[src/rtl/dpb_pkg.sv]
// Shared types, codes and constants for the depth pixel back-projection block.
// No dependencies; every other file but dpb_checker imports this package.
`timescale 1ns / 1ps
`default_nettype none

package dpb_pkg;

  localparam int DIM_BITS    = 16;
  localparam int STRIDE_BITS = 8;
  localparam int QUEUE_DEPTH = 2;
  localparam int QPTR_BITS   = (QUEUE_DEPTH > 1) ? $clog2(QUEUE_DEPTH) : 1;

  // Millimetre decode: z = floor((mm * 8192 + 62) / 125) by reciprocal.
  localparam logic [30:0] MM_RECIP = 31'd1099511628;
  localparam int          MM_SHIFT = 37;
  localparam logic [29:0] MM_BIAS  = 30'd62;

  localparam int MAG_BITS = 34;
  localparam int K_BITS   = 64;
  localparam int ACC_BITS = MAG_BITS + K_BITS;
  localparam int RND_POS  = 47;
  localparam logic [5:0] MUL_STEPS = 6'(MAG_BITS);

  typedef enum logic [2:0] {
    CFG_STRIDE  = 3'd0,
    CFG_FORMAT  = 3'd1,
    CFG_MIN     = 3'd2,
    CFG_MAX     = 3'd3,
    CFG_CX      = 3'd4,
    CFG_CY      = 3'd5,
    CFG_IFX     = 3'd6,
    CFG_IFY     = 3'd7
  } cfg_idx_e;

  typedef enum logic [1:0] {
    FMT_MM_LE  = 2'd0,
    FMT_MM_BE  = 2'd1,
    FMT_F32_LE = 2'd2,
    FMT_F32_BE = 2'd3
  } fmt_e;

  typedef enum logic [2:0] {
    ST_IDLE,
    ST_DEC,
    ST_BND,
    ST_MUL,
    ST_FIN
  } back_state_e;

  typedef struct packed {
    logic [7:0]  stride;
    fmt_e        fmt;
    logic [31:0] depth_lo;
    logic [31:0] depth_hi;
    logic [31:0] center_x;
    logic [31:0] center_y;
    logic [31:0] inv_fx;
    logic [31:0] inv_fy;
  } dpb_cfg_t;

  typedef struct packed {
    logic [31:0]         raw;
    logic [DIM_BITS-1:0] col;
    logic [DIM_BITS-1:0] row;
    logic                sampled;
    logic                frame_end;
  } dpb_item_t;

  typedef struct packed {
    logic sampled;
    logic point_valid;
    logic frame_done;
  } dpb_flags_t;

endpackage

`default_nettype wire

[src/rtl/dpb_front.sv]
// Front part: accepts pixels, tracks column and row phase, classifies items.
// Depends on dpb_pkg; feeds dpb_queue.
`timescale 1ns / 1ps
`default_nettype none

module dpb_front (
  input  logic               clk_i,
  input  logic               rst_ni,
  input  logic [7:0]         stride_i,
  input  logic               in_valid_i,
  output logic               in_ready_o,
  input  logic [31:0]        raw_i,
  input  logic               row_end_i,
  input  logic               frame_end_i,
  input  logic               q_full_i,
  output logic               q_push_o,
  output dpb_pkg::dpb_item_t q_item_o
);
  import dpb_pkg::*;

  logic [DIM_BITS-1:0]    col_q, col_d, row_q, row_d;
  logic [STRIDE_BITS-1:0] cph_q, cph_d, rph_q, rph_d;
  logic [STRIDE_BITS:0]   stride_eff;
  logic                   accept, sampled;

  function automatic logic [STRIDE_BITS-1:0] next_phase(logic [STRIDE_BITS-1:0] ph,
                                                        logic [STRIDE_BITS:0] s);
    logic [STRIDE_BITS:0] n;
    n = {1'b0, ph} + 1'b1;
    return (n >= s) ? '0 : n[STRIDE_BITS-1:0];
  endfunction

  assign in_ready_o = !q_full_i;
  assign accept     = in_valid_i && in_ready_o;
  assign sampled    = (cph_q == '0) && (rph_q == '0);
  assign q_push_o   = accept && (sampled || frame_end_i);
  assign q_item_o   = '{raw: raw_i, col: col_q, row: row_q, sampled: sampled,
                        frame_end: frame_end_i};

  always_comb begin
    stride_eff = (stride_i == 8'd0) ? (STRIDE_BITS+1)'(1) : (STRIDE_BITS+1)'(stride_i);
    col_d = col_q;
    row_d = row_q;
    cph_d = cph_q;
    rph_d = rph_q;
    if (accept) begin
      if (frame_end_i) begin
        col_d = '0;
        row_d = '0;
        cph_d = '0;
        rph_d = '0;
      end else if (row_end_i) begin
        col_d = '0;
        cph_d = '0;
        if (row_q != '1) begin
          row_d = row_q + 1'b1;
        end
        rph_d = next_phase(rph_q, stride_eff);
      end else begin
        if (col_q != '1) begin
          col_d = col_q + 1'b1;
        end
        cph_d = next_phase(cph_q, stride_eff);
      end
    end
  end

  always_ff @(posedge clk_i or negedge rst_ni) begin
    if (!rst_ni) begin
      col_q <= '0;
      row_q <= '0;
      cph_q <= '0;
      rph_q <= '0;
    end else begin
      col_q <= col_d;
      row_q <= row_d;
      cph_q <= cph_d;
      rph_q <= rph_d;
    end
  end

endmodule

`default_nettype wire

[config.mk]
export PLATFORM = sky130hd
export DESIGN_NAME = dpb_front
export DESIGN_NICKNAME = d
export VERILOG_FILES = /design/src/rtl/dpb_pkg.sv /design/src/rtl/dpb_front.sv
export SDC_FILE = /design/constraint.sdc
export NUM_CORES = 1
export LEC_CHECK = 0
export BUFFER_PORTS_ARGS = -buffer_cell sky130_fd_sc_hd__buf_2
export CAP_MARGIN = 10
export CORE_MARGIN = 8
export CORE_UTILIZATION = 50
export DETAILED_ROUTE_END_ITERATION = 7
export GPL_TIMING_DRIVEN = 0
export PLACE_DENSITY = 0.79
export SLEW_MARGIN = 10
export SYNTH_ARGS = -nofsm -noshare
export SYNTH_HDL_FRONTEND = slang
export SYNTH_SLANG_ARGS = --single-unit
[constraint.sdc]
create_clock -name clk_i -period 2.9 [get_ports clk_i]
set_input_delay 0.435 -clock clk_i [delete_from_list [all_inputs] [get_ports clk_i]]
set_output_delay 0.435 -clock clk_i [all_outputs]
set_load 0.05 [all_outputs]
==> flow_summary_export.csv <==
group,metric,value,unit
run_status,status,"finished, final reports clean",
placement,dp_hpwl,6.73,mm
sta,fin_crit_sh,92.8,%
power_and_ir_drop,p_total,1.67,mW
finish,fin_area,4000,um^2
synthesis,ys_types,53,
sta,setup_ws,0.208,ns
sta,setup_viol,0,
sta,fmax,0.371,GHz
synthesis,yosysSeqAreaShare,35.4,%
clock_network,cts_tree,"done",
floorplan,die_h,98.4,um
synthesis,synth_warnings,0,
floorplan,dieWidth,98.4,um
finish,seqCellArea,1200,um^2
global_routing,grt_pass1_wl,14.6,mm
synthesis,synth_ff_type,"dfrtp_1",
finish,syn_to_final_growth,17.8,%
setup_path,reg2reg_slack,0.21,ns
clock_network,clk_pin_slew_worst_paths,0.09,ns
synthesis,synth_edf_count,0,
setup_path,max_stage_delay,0.43,ns
synthesis,synth_seq_cells,48,
power_and_ir_drop,internal_power,1.03,mW
drt,wl_per_cell,15.5,um
power_and_ir_drop,netSwitchingFraction,38.5,%
sta,fin_setup_tns,0,ns
floorplan,initial_utilization,50.8,%
sta,worst-slew-pin-transition,1.09,ns
power_and_ir_drop,p_switching,0.642,mW
placement,gp_congestion,0.889,
power_and_ir_drop,power_frac_comb,30.1,%
floorplan,num_io_pins,114,
synthesis,synth.area.top_cells,"dfrtp_1, ha_1, buf_4",
worst_hold_path,hp-class,"input port to asynchronous set/reset pin",
synthesis,async_flop_share,100,%
drt,drc,0,
drt,ant_nets,0,
synthesis,synthTopCellsByCount,"dfrtp_1, nand2_1, buf_4",
clock_network,cts_buffer_depth,2,
sta,clock_skew,0.0105,ns
drt,first_pass_iters,4,
setup_path,startpoint,"rph_q[0]",
sta,hold_viol_final,0,
finish,diodes,0,
finish,fillers,618,
floorplan,rows,30,
clock_network,numCtsBuffers,5,
floorplan,core_area,6680,um^2
power_and_ir_drop,seqPwrFrac,45.2,%
drt,num_vias,3164,
synthesis,synth_area_leader_cell,"dfrtp_1",
setup_path,cp_slowest_cell,"dfrtp_2",
setup_path,cp.required,3.10,ns
setup_path,crit_chain,"ha_1 -> nand3_1 -> nor2_2 -> nor2b_1 -> or2_2 -> ha_1 -> nand2_1 -> nor2_1 -> a211oi_2 -> or2_2 -> a32o_1",
setup_path,crit_arrival,2.90,ns
global_routing,overflow,0,
finish,drive_above_1_share,29.8,%
global_routing,antenna_found_initial,0,
global_routing,grt_pass1_vias,3118,
sta,min_period,2.69,ns
finish,nets,551,
sta,rsz0062_at_grt,"no",
placement,place_inst,556,
synthesis,yosysTopAreaCellShare,35.4,%
sta,max_slew_margin,27.3,%
drt,initialDrtViolationCount,229,
clock_network,worstSkewPairLatency,0.31,ns
setup_path,worst-path-max-fanout,6,
clock_network,post-cts-setup-buffers,0,
placement,portBuffers,80,
power_and_ir_drop,max-vdd-ir-drop,291,uV
power_and_ir_drop,power_density,417,nW/um^2
setup_path,setup.worst_path.start_class,"flop",
synthesis,synthCells,396,
setup_path,critical_path_class,"flop to flop",
clock_network,cts_hold_buf,0,
floorplan,dieArea,9680,um^2
synthesis,synth_area,3390,um^2
power_and_ir_drop,p_leak,2.03,nW
drt,drt_wl_total,8.72,mm
drt,avgViaCountPerCell,5.61,
setup_path,r2r_start,"rph_q[0]",
flow_run,maxCapViolCount,0,
sta,slew_viol_final,0,
clock_network,clock_sinks,48,
clock_network,root_buffer,"clkbuf_8",
placement,dp_slack,0.0733,ns
setup_path,cp-end-kind,"flop",
finish,stdcell_count,564,
synthesis,syn_avg_cell_area,8.57,um^2
power_and_ir_drop,clkPwrFrac,24.6,%
global_routing,grt_max_degree,49,
clock_network,cts_max_level,2,
global_routing,grtUsageTotal,17.7,%
synthesis,synth.most_common_cell,"dfrtp_1",
placement,placed_area,3890,um^2
finish,multi_input_area,1850,um^2
synthesis,synth_fp_nets,464,
==> cell usage in the layout, fill, tap and decap left out, types with 5 or more instances in the layout <==
cell type,Yosys,layout
buf_2,3,83
dfrtp_1,48,47
nand2_1,46,46
buf_4,34,34
nor2_1,29,28
ha_1,22,22
nand3_1,20,20
inv_1,17,17
a21oi_1,17,17
xor2_1,12,12
nand4_1,12,12
o21ai_1,11,11
o21ai_0,12,11
nor3_1,9,9
nor2b_1,9,9
nor4_1,6,6
clkbuf_1,6,6
xnor2_1,5,5
or2_2,5,5
and3_1,5,5
o22ai_1,5,5
clkbuf_8,0,5
==> final cells by class <==
class	instances	area share (%)
Buffer	43	7.32
Clock buffer	5	1.72
Clock inverter	3	0.469
Inverter	17	1.60
Multi-Input combinational cell	288	46.3
Sequential cell	48	30.1
Tap cell	80	2.50
Timing Repair Buffer	80	10.0
==> per-stage QoR <==
| stage | hold slack (ns) | util, % |
|---|---|---|
| floorplan | 0.139 | - |
| global placement | 0.522 | 58.3 |
| detailed placement | 0.528 | 58.3 |
| CTS | 0.361 | 59.6 |
| global route | 0.410 | 59.9 |
| finish | 0.330 | 59.9 |
==> routing by layer <==
metal	up-vias	track usage [%]	wire length [um]
met3	11	5.41	582
li1	1562	-	-
met2	92	30.4	4370
met5	-	0	0
met1	1499	20.6	3660
met4	0	5.43	102
==> cell families after synthesis <==
family | after synthesis | share of synthesized area (%)
xor+xnor | 17 | 4.39
compound gates | 71 | 13.6
mux | 4 | 1.18
simple gates | 174 | 26.8
buf+inv | 60 | 10.5
fa+ha+maj | 22 | 8.11
flops | 48 | 35.4
==> power groups by stage <==
| stage | registers (mW) | clock network (mW) | logic [mW] |
|---|---|---|---|
| after detailed placement | 0.766 | 0 | 0.503 |
| after global routing | 0.762 | 0.439 | 0.546 |
| after floorplan | 0.832 | 0 | 0.309 |
| final | 0.754 | 0.410 | 0.503 |
| after CTS | 0.753 | 0.418 | 0.503 |
| after global placement | 0.764 | 0 | 0.494 |
==> flip-flops by register name, indices dropped and copies added, names as in the netlist <==
signal	cells
cph_q	8
rph_q	8
row_q	16
col_q	16
==> path summary, 6_finish.rpt <==
check | end | depth (start not counted)
max in group asynchronous | rph_q[0] | 1
worst max-delay path | rph_q[7] | 11
worst min-delay path | row_q[3] | 1
worst max register to register | rph_q[7] | 11
worst min register to register | row_q[0] | 1
min in group clk_i | col_q[0] | 3
==> what timing repair did <==
action / 4_1_cts / 5_1_grt
gates resized for setup: 0 / 6
endpoints found under the setup margin: 0 / 11
hold endpoints to repair: 0 / 0
==> worst max-delay path, delay by kind of cell, from the launching register on <==
family	cells	cell delay [ns]
fa+ha+maj	2	0.50
simple gates	7	1.25
flops	1	0.43
compound gates	2	0.40
No activity file was read; power rests on OpenSTA's default activity.
