==> src/rtl/dpb_pkg.sv <==
// Shared types, codes and constants for the depth pixel back-projection block.
// No dependencies; every other file but dpb_checker imports this package.
`timescale 1ns / 1ps
`default_nettype none

package dpb_pkg;

  localparam int DIM_BITS    = 16;
  localparam int STRIDE_BITS = 8;
  localparam int QUEUE_DEPTH = 2;
  localparam int QPTR_BITS   = (QUEUE_DEPTH > 1) ? $clog2(QUEUE_DEPTH) : 1;

  // Millimetre decode: z = floor((mm * 8192 + 62) / 125) by reciprocal.
  localparam logic [30:0] MM_RECIP = 31'd1099511628;
  localparam int          MM_SHIFT = 37;
  localparam logic [29:0] MM_BIAS  = 30'd62;

  localparam int MAG_BITS = 34;
  localparam int K_BITS   = 64;
  localparam int ACC_BITS = MAG_BITS + K_BITS;
  localparam int RND_POS  = 47;
  localparam logic [5:0] MUL_STEPS = 6'(MAG_BITS);

  typedef enum logic [2:0] {
    CFG_STRIDE  = 3'd0,
    CFG_FORMAT  = 3'd1,
    CFG_MIN     = 3'd2,
    CFG_MAX     = 3'd3,
    CFG_CX      = 3'd4,
    CFG_CY      = 3'd5,
    CFG_IFX     = 3'd6,
    CFG_IFY     = 3'd7
  } cfg_idx_e;

  typedef enum logic [1:0] {
    FMT_MM_LE  = 2'd0,
    FMT_MM_BE  = 2'd1,
    FMT_F32_LE = 2'd2,
    FMT_F32_BE = 2'd3
  } fmt_e;

  typedef enum logic [2:0] {
    ST_IDLE,
    ST_DEC,
    ST_BND,
    ST_MUL,
    ST_FIN
  } back_state_e;

  typedef struct packed {
    logic [7:0]  stride;
    fmt_e        fmt;
    logic [31:0] depth_lo;
    logic [31:0] depth_hi;
    logic [31:0] center_x;
    logic [31:0] center_y;
    logic [31:0] inv_fx;
    logic [31:0] inv_fy;
  } dpb_cfg_t;

  typedef struct packed {
    logic [31:0]         raw;
    logic [DIM_BITS-1:0] col;
    logic [DIM_BITS-1:0] row;
    logic                sampled;
    logic                frame_end;
  } dpb_item_t;

  typedef struct packed {
    logic sampled;
    logic point_valid;
    logic frame_done;
  } dpb_flags_t;

endpackage

`default_nettype wire

==> src/rtl/dpb_queue.sv <==
// Short queue of classified items between the front and back parts.
// Depends on dpb_pkg.
`timescale 1ns / 1ps
`default_nettype none

module dpb_queue (
  input  logic              clk_i,
  input  logic              rst_ni,
  input  logic              push_i,
  input  dpb_pkg::dpb_item_t item_i,
  output logic              full_o,
  input  logic              pop_i,
  output logic              empty_o,
  output dpb_pkg::dpb_item_t item_o
);
  import dpb_pkg::*;

  dpb_item_t mem_q [QUEUE_DEPTH];
  logic [QPTR_BITS-1:0] wr_q, wr_d, rd_q, rd_d;
  logic [QPTR_BITS:0]   cnt_q, cnt_d;

  function automatic logic [QPTR_BITS-1:0] inc_ptr(logic [QPTR_BITS-1:0] p);
    return (p == QPTR_BITS'(QUEUE_DEPTH - 1)) ? '0 : p + 1'b1;
  endfunction

  assign full_o  = (cnt_q == (QPTR_BITS+1)'(QUEUE_DEPTH));
  assign empty_o = (cnt_q == '0);
  assign item_o  = mem_q[rd_q];

  always_comb begin
    wr_d  = push_i ? inc_ptr(wr_q) : wr_q;
    rd_d  = pop_i ? inc_ptr(rd_q) : rd_q;
    cnt_d = cnt_q + (QPTR_BITS+1)'(push_i) - (QPTR_BITS+1)'(pop_i);
  end

  always_ff @(posedge clk_i or negedge rst_ni) begin
    if (!rst_ni) begin
      wr_q  <= '0;
      rd_q  <= '0;
      cnt_q <= '0;
    end else begin
      wr_q  <= wr_d;
      rd_q  <= rd_d;
      cnt_q <= cnt_d;
    end
  end

  always_ff @(posedge clk_i) begin
    if (push_i) begin
      mem_q[wr_q] <= item_i;
    end
  end

endmodule

`default_nettype wire

==> config.mk <==
export PLATFORM = sky130hd
export DESIGN_NAME = dpb_queue
export DESIGN_NICKNAME = d
export VERILOG_FILES = /design/src/rtl/dpb_pkg.sv /design/src/rtl/dpb_queue.sv
export SDC_FILE = /design/constraint.sdc
export NUM_CORES = 1
export LEC_CHECK = 0
export CORE_MARGIN = 4
export CORE_UTILIZATION = 55
export CTS_CLUSTER_SIZE = 10
export DETAILED_ROUTE_END_ITERATION = 16
export DONT_BUFFER_PORTS = 1
export GPL_TIMING_DRIVEN = 0
export PLACE_DENSITY = 0.7
export SETUP_SLACK_MARGIN = 0.15
export SLEW_MARGIN = 10
export SYNTH_ARGS = -nofsm -noshare
export SYNTH_HDL_FRONTEND = slang
export SYNTH_SLANG_ARGS = --single-unit
==> constraint.sdc <==
create_clock -name clk_i -period 10.1 [get_ports clk_i]
set_input_delay 2.02 -clock clk_i [delete_from_list [all_inputs] [get_ports clk_i]]
set_output_delay 2.02 -clock clk_i [all_outputs]
set_load 0.02 [all_outputs]
==> impl_results.md, run 1 <==
* CP top delay family: buffers and inverters
* Top Ports at 138
* DRC viols at 0
* Final Cycle Share at a little over a third
* Dpl hpwl at approximately 5400 um
* Port-buffer cells at 0
* Multi-input logic area at between 900 and 1000 um2
* Yosys warnings at 0
* Rows at 34
* Synthesized cell area at ~5100 um2
* Vias in the first global route at 2280
* Worst hold-check path type: flip-flop to flip-flop
* CTS Root Cell: clkbuf_8
* Nets at around 310
* Pin count of the biggest net entering global routing at 36
* Commonest non-fill, non-tap cell in the layout: edfxtp_1
* Tmin final at between 3 and 4 ns
* CTS tree: yes
* Syn Area/Cell at about 23 um2
* Filler cell count at just under 600
* DP Area at roughly 5300 um2
* Cells after Synth at 220
* Critical Path Fanout Max at 10
* Setup_tns at 0 ns
* Worst Setup Path Type: flip-flop to primary output
* Seq cells post-synth at around 140
* Total Power at 1.91 mW
* Hold Buf Count CTS at 0
* Clock Latency Late Sink at 0.51 ns
* Most frequent cells in the layout: 132 x edfxtp_1, 36 x mux2_2, 30 x mux2_4
* Storage cell area at 4060 um2
* Syn-to-layout area delta at 15.6%
* Core region area at 8850 um2
* Die Area at approximately 11000 um2
* Chip Width at ~100 um
* Clk pin slew, worst setup/hold paths at 0.05 ns
* Total detailed-routing wirelength at 8080 um
* Post-CTS Setup Inserts at 0
* Hold Violations, Final at 0
* Normalized max-slew margin at a little under half
* Share of cells above drive strength 1 at roughly two fifths
* Pre-CTS setup slack at 6.81 ns
* Critical Path Source Type: flip-flop
* Maximum achievable frequency at 271 MHz
* Fin area at 5860 um2
* Critical-path cell list: buf_4, buf_6, mux2_4
* Antenna-violating nets left at 0
* Worst path buffer plus inverter count at 2
* Max-slew violation count at 0
* Remaining Overflow, GRT at 0
* N_diodes at 0
* Die Ht at between 100 and 150 um
* Total number of vias at slightly above 2k
* GRT Resource Usage Total at 15.8%
* Initial antenna violation count at 0
* Final setup violating endpoints at 0
* Yosys cell types at 14
* Tightest Pin Transition at roughly 0.82 ns
* Vias per cell at between 5 and 6
* Critical path required time at between 8 and 9 ns
* Leakage at around 2.1 nW
* Post-CTS resize count at 0
* CP Capture Type: primary output
* H-tree levels at 4
* Worst Skew at around 0.0066 ns
* Drt pass-1 iters at 4
* Syn nets at 292
* Critical Path AT at about 1.7 ns
* Slowest cell on the critical path: dfrtp_1
* Max VDD drop at 179 uV
* DRT iter0 DRCs at between 70 and 80
* Clock Path Buffers at 2
* Clk sinks at between 100 and 150
* Critical Path Max Stage Delay at roughly 0.38 ns
* WL/cell at between 20 and 25 um
* Max-cap check violation count at 0
* Worst Slack Setup Final at ~6.4 ns
* Register area share after synthesis at between 80% and 90%
* TritonCTS buffer count at 17
* Fin cells at approximately 360
* Initial core utilization at between 50% and 60%
* Status: completed
* RSZ-0062 raised after global routing: no
* Dpl cells at between 300 and 400
* P per Cell Area at approximately 320 nW/um2
* RD Place Congestion at between 0.7 and 0.8
* First-pass GRT wire length at between 10000 and 15000 um
power by group:
group	internal [mW]	switching, mW	leakage, nW
combinational	0.208	0.330	0.521
sequential	0.750	0.0297	1.29
clock	0.372	0.216	0.268
path summary, 6_finish.rpt:
path	startpoint	endpoint	slack [ns]	cells after the start
max in group asynchronous	rst_ni	wr_q	8.82	0
min in group asynchronous	rst_ni	cnt_q[0]	1.21	0
min	wr_q	wr_q	0.56	1
max	rd_q	item_o[29]	6.41	3
min reg2reg	wr_q	wr_q	0.56	1
max reg2reg	wr_q	mem_q[0][31]	8.44	2
layout make-up:
cell class	count	area share, %
Tap cell	108	2.30
Buffer	7	0.960
Multi-Input combinational cell	75	16.3
Clock inverter	13	2.62
Timing Repair Buffer	3	1.28
Inverter	2	0.128
Clock buffer	18	7.13
Sequential cell	136	69.3
cells in the mapped netlist:
| library cell | n | area share (%) |
|---|---|---|
| buf_4 | 1 | 0.15 |
| edfxtp_1 | 132 | 78 |
| and2_1 | 1 | 0.12 |
| ha_1 | 2 | 0.49 |
| buf_2 | 3 | 0.30 |
| buf_6 | 3 | 0.67 |
| xor2_1 | 2 | 0.35 |
| mux2_2 | 36 | 8.0 |
| inv_1 | 2 | 0.15 |
| nor2_1 | 1 | 0.074 |
| mux2_4 | 30 | 8.9 |
| nor2b_1 | 2 | 0.25 |
| dfrtp_1 | 4 | 2.0 |
| xor3_1 | 1 | 0.47 |
worst register-to-register path: cells and delay by family, from the launching register on:
kind,cells,cell delay [ns]
flip-flops,1,0.43
AND/OR/NAND/NOR,1,0.67
buffers and inverters,1,0.25
logic make-up (layout without fill, tap and decap cells):
group / Yosys count / in the layout / share of synthesized area (%)
xor gates and xnor gates: 3 / 3 / 0.814
DFF: 136 / 136 / 80.1
buffers and inverters: 9 / 43 / 1.26
muxes: 66 / 66 / 16.9
and+or+nand+nor: 4 / 4 / 0.444
adders and majority gates: 2 / 2 / 0.493
registers in the layout (all words and copies together) (netlist names):
name / cells
cnt_q: 2
mem_q: 132
rd_q: 1
wr_q: 1
per-stage QoR:
| stage | hold slack (ns) | util [%] |
|---|---|---|
| 3_5_place_dp | 0.562 | 59.8 |
| 2_1_floorplan | 0.453 | - |
| 3_3_place_gp | 0.468 | 58.9 |
| 5_1_grt | 0.594 | 66.3 |
| 4_1_cts | 0.570 | 66.3 |
| 6_report | 0.565 | 66.3 |
metal layers:
layer,track usage (%),routed length [um],vias to the layer above
met5,0,0,-
li1,-,-,912
met3,10.1,977,7
met1,16.3,2850,1030
met4,6.27,74,0
met2,25.7,4170,100
Note: power is estimated with default switching activity, not from simulation.
==> inputs of run 2 (changes only) <==
- PLACE_DENSITY: 0.7 -> 0.73
- clock period: 10.1 -> 3 ns (I/O delays scaled with it)
==> run 2 against run 1 <==
Die area unchanged. Critical endpoint unchanged. Sequential power increased to 3.4 times the previous value. Critical path depth unchanged. Clock-buffer cell count decreased by 1. Final cell count increased by 0.55%. Design area increased by 0.13%.
==> impl_results.md, run 2 (same netlist as run 1, synthesis figures left out) <==
* CTS tree: yes
* Syn-to-layout area delta at 15.8%
* Vias per cell at 5.60 (-0.99%)
* Post-CTS resize count at 0 (unchanged)
* Chip Width at 104 um (unchanged)
* Critical Path AT at 1.70 ns (+0.03 ns)
* Pin count of the biggest net entering global routing at 47 (+31%)
* Clk pin slew, worst setup/hold paths at 0.06 ns (about the same)
* Dpl hpwl at 5330 um (-0.38%)
* Max FFs per register at 132 (unchanged)
* First-pass GRT wire length at 12500 um (-1.8%)
* Most frequent cells in the layout: 132 x edfxtp_1, 36 x mux2_2, 30 x mux2_4
* Biggest regs: mem_q x132, cnt_q x2
* Initial core utilization at 57.3% (unchanged)
* Critical Path Source Type: flip-flop
* Dpl cells at 331 (unchanged)
* Drt pass-1 iters at 4 (unchanged)
* P per Cell Area at 1090 nW/um2 (+240%)
* Rows at 34 (unchanged)
* CTS Root Cell: clkbuf_8
* Post-CTS Setup Inserts at 0 (unchanged)
* Hold Violations, Final at 0 (unchanged)
* CP Capture Type: primary output
* RSZ-0062 raised after global routing: no
* Max-cap check violation count at 0 (unchanged)
* Tmin final at ~2.3 ns
* Nets at 315 (+0.32%)
* Tightest Pin Transition at 0.674 ns (-0.143 ns)
* Initial antenna violation count at 0 (unchanged)
* Share of cells above drive strength 1 at 43.0% (+2.0 points)
* DRC viols at 0 (unchanged)
* Vias in the first global route at 2227 (-2.3%)
* Top Ports at 138 (unchanged)
* Maximum achievable frequency at roughly 430 MHz
* N_diodes at 0 (unchanged)
* Max-slew violation count at 0 (unchanged)
* Final Cycle Share at 76.7%
* Setup_tns at 0 ns (unchanged)
* RD Place Congestion at 0.664 (-8.6%)
* Clock Path Buffers at 2 (unchanged)
* Largest reg by FF count: mem_q
* Antenna-violating nets left at 0 (unchanged)
* Clock Latency Late Sink at 0.51 ns (about the same)
* DP Area at 5290 um2 (unchanged)
* Hold Buf Count CTS at 1 (+1)
* Die Ht at 104 um (unchanged)
* DRT iter0 DRCs at 65 (-11%)
* Final core occ at 66.4% (+0.085 points)
* Worst hold-check path type: primary input to flip-flop
* Critical Path Fanout Max at 10 (unchanged)
* Core region area at 8850 um2 (unchanged)
* H-tree levels at 4 (unchanged)
* WL/cell at 22.2 um (-0.59%)
* GRT Resource Usage Total at 15.7% (-0.13 points)
* Hold path cells at 1 (unchanged)
* Total number of vias at 2040 (-0.44%)
* Remaining Overflow, GRT at 0 (unchanged)
* Normalized max-slew margin at 54.9% (+9.6 points)
* Leakage at 2.09 nW (+0.80%)
* Die Area at 10800 um2 (unchanged)
* Commonest non-fill, non-tap cell in the layout: edfxtp_1
* Worst Setup Path Type: flip-flop to primary output
* Final setup violating endpoints at 0 (unchanged)
* Reg2Reg Depth at 3 (+1)
* Total detailed-routing wirelength at 8070 um (about the same)
* Max VDD drop at 620 uV (+250%)
* Worst Skew at 0.00868 ns (+0.00209 ns)
* Fin cells at 364 (+0.55%)
* Critical path required time at 2.40 ns (-5.68 ns)
* Clk sinks at 136 (unchanged)
* Total Power at 6.40 mW (+240%)
* TritonCTS buffer count at 17 (unchanged)
* Filler cell count at 596 (+0.17%)
* Status: completed
* Port-buffer cells at 0 (unchanged)
* Fin area at 5870 um2 (+0.13%)
run 2: layer usage:
layer / GRT usage (%) / up-vias / share of wire, % / wire, um
met5: 0 / - / 0 / 0
met2: 24.0 / 101 / 50 / 4050
met1: 16.7 / 1010 / 36 / 2900
li1: - / 917 / - / -
met3: 9.87 / 12 / 12 / 977
met4: 8.17 / 0 / 1.8 / 146
run 2: report_power, final:
group	switching (mW)	total [mW]	internal, mW
sequential	0.0975	2.62	2.52
combinational	1.11	1.81	0.700
clock	0.832	1.96	1.13
total	2.04	6.40	4.35
run 2: final cells by class:
class	instances	area [um2]	area share, %
Multi-Input combinational cell	75	955	16.3
Inverter	2	7.51	0.128
Buffer	7	56.3	0.959
Clock inverter	15	155	2.64
Timing Repair Buffer	4	85.1	1.45
Sequential cell	136	4060	69.2
Clock buffer	17	414	7.05
Tap cell	108	135	2.30
run 2: critical path: stages, from the launching register on:
cell and delay [ns]:
dfrtp_1 0.38, buf_4 0.23, buf_6 0.21, mux2_4 0.36
run 2: through the flow:
| step | worst slack, ns | hold WS, ns |
|---|---|---|
| floorplan | 0.237 | 0.304 |
| global placement | -0.604 | 0.305 |
| detailed placement | 1.02 | 0.305 |
| CTS | 0.637 | 0.139 |
| global route | 0.598 | 0.141 |
| finish | 0.699 | 0.164 |
run 2: worst paths after layout:
| check | slack, ns | from | to |
|---|---|---|---|
| min in group asynchronous | 0.35 | rst_ni | cnt_q[1] |
| min reg2reg | 0.55 | wr_q | wr_q |
| max reg2reg | 1.24 | wr_q | mem_q[0][24] |
| max in group asynchronous | 2.48 | rst_ni | wr_q |
| max | 0.70 | rd_q | item_o[29] |
| min | 0.16 | pop_i | rd_q |
==> inputs of run 3 (changes only) <==
- ABC_AREA: default -> 1
- clock period: 3 -> 2.1 ns (I/O delays scaled with it)
==> run 3 against run 2 <==
Final cell count up 61%. Via count grew 55%. Register-to-register slack got worse by 0.98 ns. Clock-buffer cell count up 1. Power rose by 88%. Area after synthesis rose by 0.96%. Utilization is 21 points higher. First-iteration DRC count rose by 150%. Combinational power rose to 2.6 times the previous value. Synthesized cell count rose by 68%. Sequential share of layout area shrank 17 points. Sequential power increased by 47%. Critical endpoint is now item_o[55]. Largest cell class unchanged. Largest power group is now combinational logic.
==> impl_results.md, run 3 <==
* Reg-to-Reg Start: wr_q
* Syn-to-layout area delta at 51.4%
* Hold WS at 0.0496 ns (-0.114 ns)
* RD Place Congestion at 0.714 (+7.4%)
* Status: completed
* Most frequent cells in the layout: 132 x edfxtp_1, 72 x inv_1, 69 x dlygate4sd3_1
* Critical Path Source Type: flip-flop
* CP Capture Type: primary output
* Die Ht at 104 um (+0.44%)
* DRT iter0 DRCs at 161 (+150%)
* Port-buffer cells at 0 (unchanged)
* Initial antenna violation count at 1 (+1)
* Filler cell count at 340 (-43%)
* P per Cell Area at 1550 nW/um2 (+42%)
* Final Cycle Share at 95.9%
* Cell taking the most area after synthesis: edfxtp_1
* Slowest cell on the critical path: dfrtp_2
* Synth Area in Simple Gates at 5.59% (+5.2 points)
* Yosys warnings at 0 (unchanged)
* Largest reg by FF count: mem_q
* Tightest Pin Transition at 0.750 ns (+0.0753 ns)
* Async set-reset flop share out of synthesis at 2.94% (unchanged)
* Worst reg2reg setup slack at 0.26 ns (-0.98 ns)
* TritonCTS buffer count at 17 (unchanged)
* Syn Area/Cell at 13.9 um2 (-40%)
* Hold Startpoint: push_i
* Clk sinks at 136 (unchanged)
* GRT Resource Usage Total at 23.1% (+7.4 points)
* CTS tree: yes
* Number of flops mapped to enable cells by yosys at 132 (unchanged)
* Yosys cell types at 13 (-1)
* WL/cell at 21.9 um (-1.3%)
* Clock Path Buffers at 2 (unchanged)
* Top Ports at 138 (unchanged)
* Share of cells above drive strength 1 at 33.6% (-9.4 points)
* Commonest non-fill, non-tap cell in the layout: edfxtp_1
* Top cells by area, synth: edfxtp_1 77%, o21ai_0 6.5%, inv_1 5.4%
* Final setup violating endpoints at 0 (unchanged)
* Vias in the first global route at 3514 (+58%)
* Drt pass-1 iters at 4 (unchanged)
* Post-synthesis adder-cell area fraction at 0.489% (-0.0047 points)
* Total number of vias at 3171 (+55%)
* Max-slew violation count at 0 (unchanged)
* Xor/xnor cell area share of the yosys netlist at 0.342% (-0.47 points)
* RSZ-0062 raised after global routing: yes
* Seq cells post-synth at 136 (unchanged)
* Register area share after synthesis at 79.4% (-0.76 points)
* Worst Setup Path Type: flip-flop to primary output
* Remaining Overflow, GRT at 0 (unchanged)
* Most frequent cell after synthesis: edfxtp_1
* Tmin final at between 2 and 2.5 ns
* Normalized max-slew margin at 49.7% (-5.2 points)
* Synthesized cell area at 5120 um2 (+0.96%)
* Reg2Reg Depth at 2 (-1)
* First-pass GRT wire length at 18800 um (+51%)
* Dpl hpwl at 6140 um (+15%)
* Post-synthesis mux area share at 0% (-17 points)
* Max FFs per register at 132 (unchanged)
* Rows at 34 (unchanged)
* Hold path cells at 1 (unchanged)
* Nets at 537 (+70%)
* H-tree levels at 4 (unchanged)
* Biggest regs: mem_q x132, cnt_q x2
* Top cells by count, synth: 132 x edfxtp_1, 73 x inv_1, 72 x nand2_1, 66 x o21ai_0
* Total detailed-routing wirelength at 12800 um (+59%)
* Die Area at 10900 um2 (+0.89%)
* Fin area at 7750 um2 (+32%)
* Critical Path Fanout Max at 10 (unchanged)
* Maximum achievable frequency at 496 MHz
* Chip Width at 104 um (+0.44%)
* Storage cell area at 4070 um2 (about the same)
* Critical Path Max Stage Delay at 0.52 ns (+0.14 ns)
* Hold Path End: cnt_q[0]
* DP Area at 5370 um2 (+1.5%)
* CTS Root Cell: clkbuf_8
* Vias per cell at 5.42 (-3.3%)
* Clock Latency Late Sink at 0.51 ns (about the same)
* Critical Path AT at 1.59 ns (-0.11 ns)
* Initial core utilization at 57.6% (+0.27 points)
* DRC viols at 0 (unchanged)
* Pin count of the biggest net entering global routing at 35 (-26%)
* Most frequent CP cell: buf_12
* Max VDD drop at 893 uV (+44%)
* Clk pin slew, worst setup/hold paths at 0.06 ns (about the same)
* Prevailing post-synth register cell: edfxtp_1
* Multi-input logic area at 1520 um2 (+60%)
* Max-cap check violation count at 0 (unchanged)
* Worst hold-check path type: primary input to flip-flop
* R2r endpoint: mem_q[1][34]
* Main combinational cell family by area after synthesis: buffers and inverters
* Worst Skew at 0.00877 ns (+0.0000893 ns)
* Syn nets at 441 (+51%)
* Compound-gate portion of the synthesized area at 6.45% (+6.5 points)
* Critical-path cell list: buf_12, buf_12, nand2_1, o21ai_4
* Core region area at 8890 um2 (+0.48%)
* Cells after Synth at 369 (+68%)
* Setup_tns at 0 ns (unchanged)
* Hold Violations, Final at 0 (unchanged)
* Antenna-violating nets left at 0 (unchanged)
* Yosys top cell area share at 77.4% (-0.74 points)
* Critical path required time at 1.68 ns (-0.72 ns)
* Post-CTS Setup Inserts at 0 (unchanged)
* Leakage at 2.94 nW (+41%)
## run 3: cell types whose count changed in the layout (fill, tap and decap cells not counted), sizes merged, moves of 2 or more
cell	delta
nand2	+72
dlygate4sd3	+68
mux2	-66
o21ai	+66
inv	+61
buf	+7
bufinv	+7
clkbuf	+5
clkinvlp	+2
nor2	+2
nor2b	-2
## run 3: worst max-delay path by stage
stage / slack, ns / from / cells after the start / end
2_1_floorplan: 0.23 / wr_q / 2 / mem_q[1][0]
3_3_place_gp: -0.30 / wr_q / 2 / mem_q[1][23]
3_5_place_dp: 0.1 / rd_q / 3 / item_o[54]
4_1_cts: 0.05 / rd_q / 2 / item_o[1]
5_1_grt: -0.007 / rd_q / 4 / item_o[55]
6_report: 0.09 / rd_q / 4 / item_o[55]
## run 3: where the power goes
group | internal [mW] | switching [mW]
Combinational | 1.58 | 3.11
Sequential | 3.61 | 0.228
Clock | 2.40 | 1.07
Total | 7.59 | 4.41
## run 3: final cells by class
cell class                 instances  share of cell area, %
sequential                       136                   52.4
clock inverter                    12                   3.53
inverter                          73                   3.58
antenna                            1                 0.0323
clock buffer                      18                   5.39
timing repair inverter             1                 0.0645
buffer                            14                   2.40
timing repair buffer              76                   11.2
multi-input combinational        146                   19.6
tap                              108                   1.74
## run 3: cells by family after synthesis
| logic type | count (synthesis) |
|---|---|
| AND/OR/NAND/NOR | 76 |
| XOR/XNOR | 2 |
| AO/OA/AOI/OAI | 66 |
| adder cells (fa/ha/maj) | 2 |
| buffers and inverters | 87 |
| flip-flops | 136 |
## run 3: worst max-delay path, delay by kind of cell, from the launching register on
family | cells | cell delay (ns)
buffers and inverters | 2 | 0.33
flip-flops | 1 | 0.52
AO/OA/AOI/OAI | 1 | 0.13
AND/OR/NAND/NOR | 1 | 0.11
## run 3: what timing repair did
action,4_1_cts,5_1_grt
gates cloned,1,3
setup endpoints to repair,75,66
pin swaps,3,2
gates resized for setup,205,67
hold buffers,69,0
hold endpoints to repair,138,0
## run 3: metal layers
layer | vias to the layer above | part of all wire (%) | global-route usage [%]
met1 | 1559 | 39 | 25.7
met5 | - | 0 | 0
li1 | 1443 | - | -
met2 | 147 | 52 | 40.0
met4 | 0 | 2.1 | 9.02
met3 | 22 | 7.4 | 8.50
## run 3: through the flow
step | setup WS, ns | total power, mW | cells | util (%)
floorplan | 0.233 | 5.83 | 369 | -
global placement | -0.298 | 6.30 | 477 | 59.2
detailed placement | 0.0992 | 6.48 | 481 | 60.4
CTS | 0.0525 | 11.4 | 581 | 84.0
global route | -0.00694 | 12.4 | 585 | 87.2
finish | 0.0857 | 12.0 | 585 | 87.2
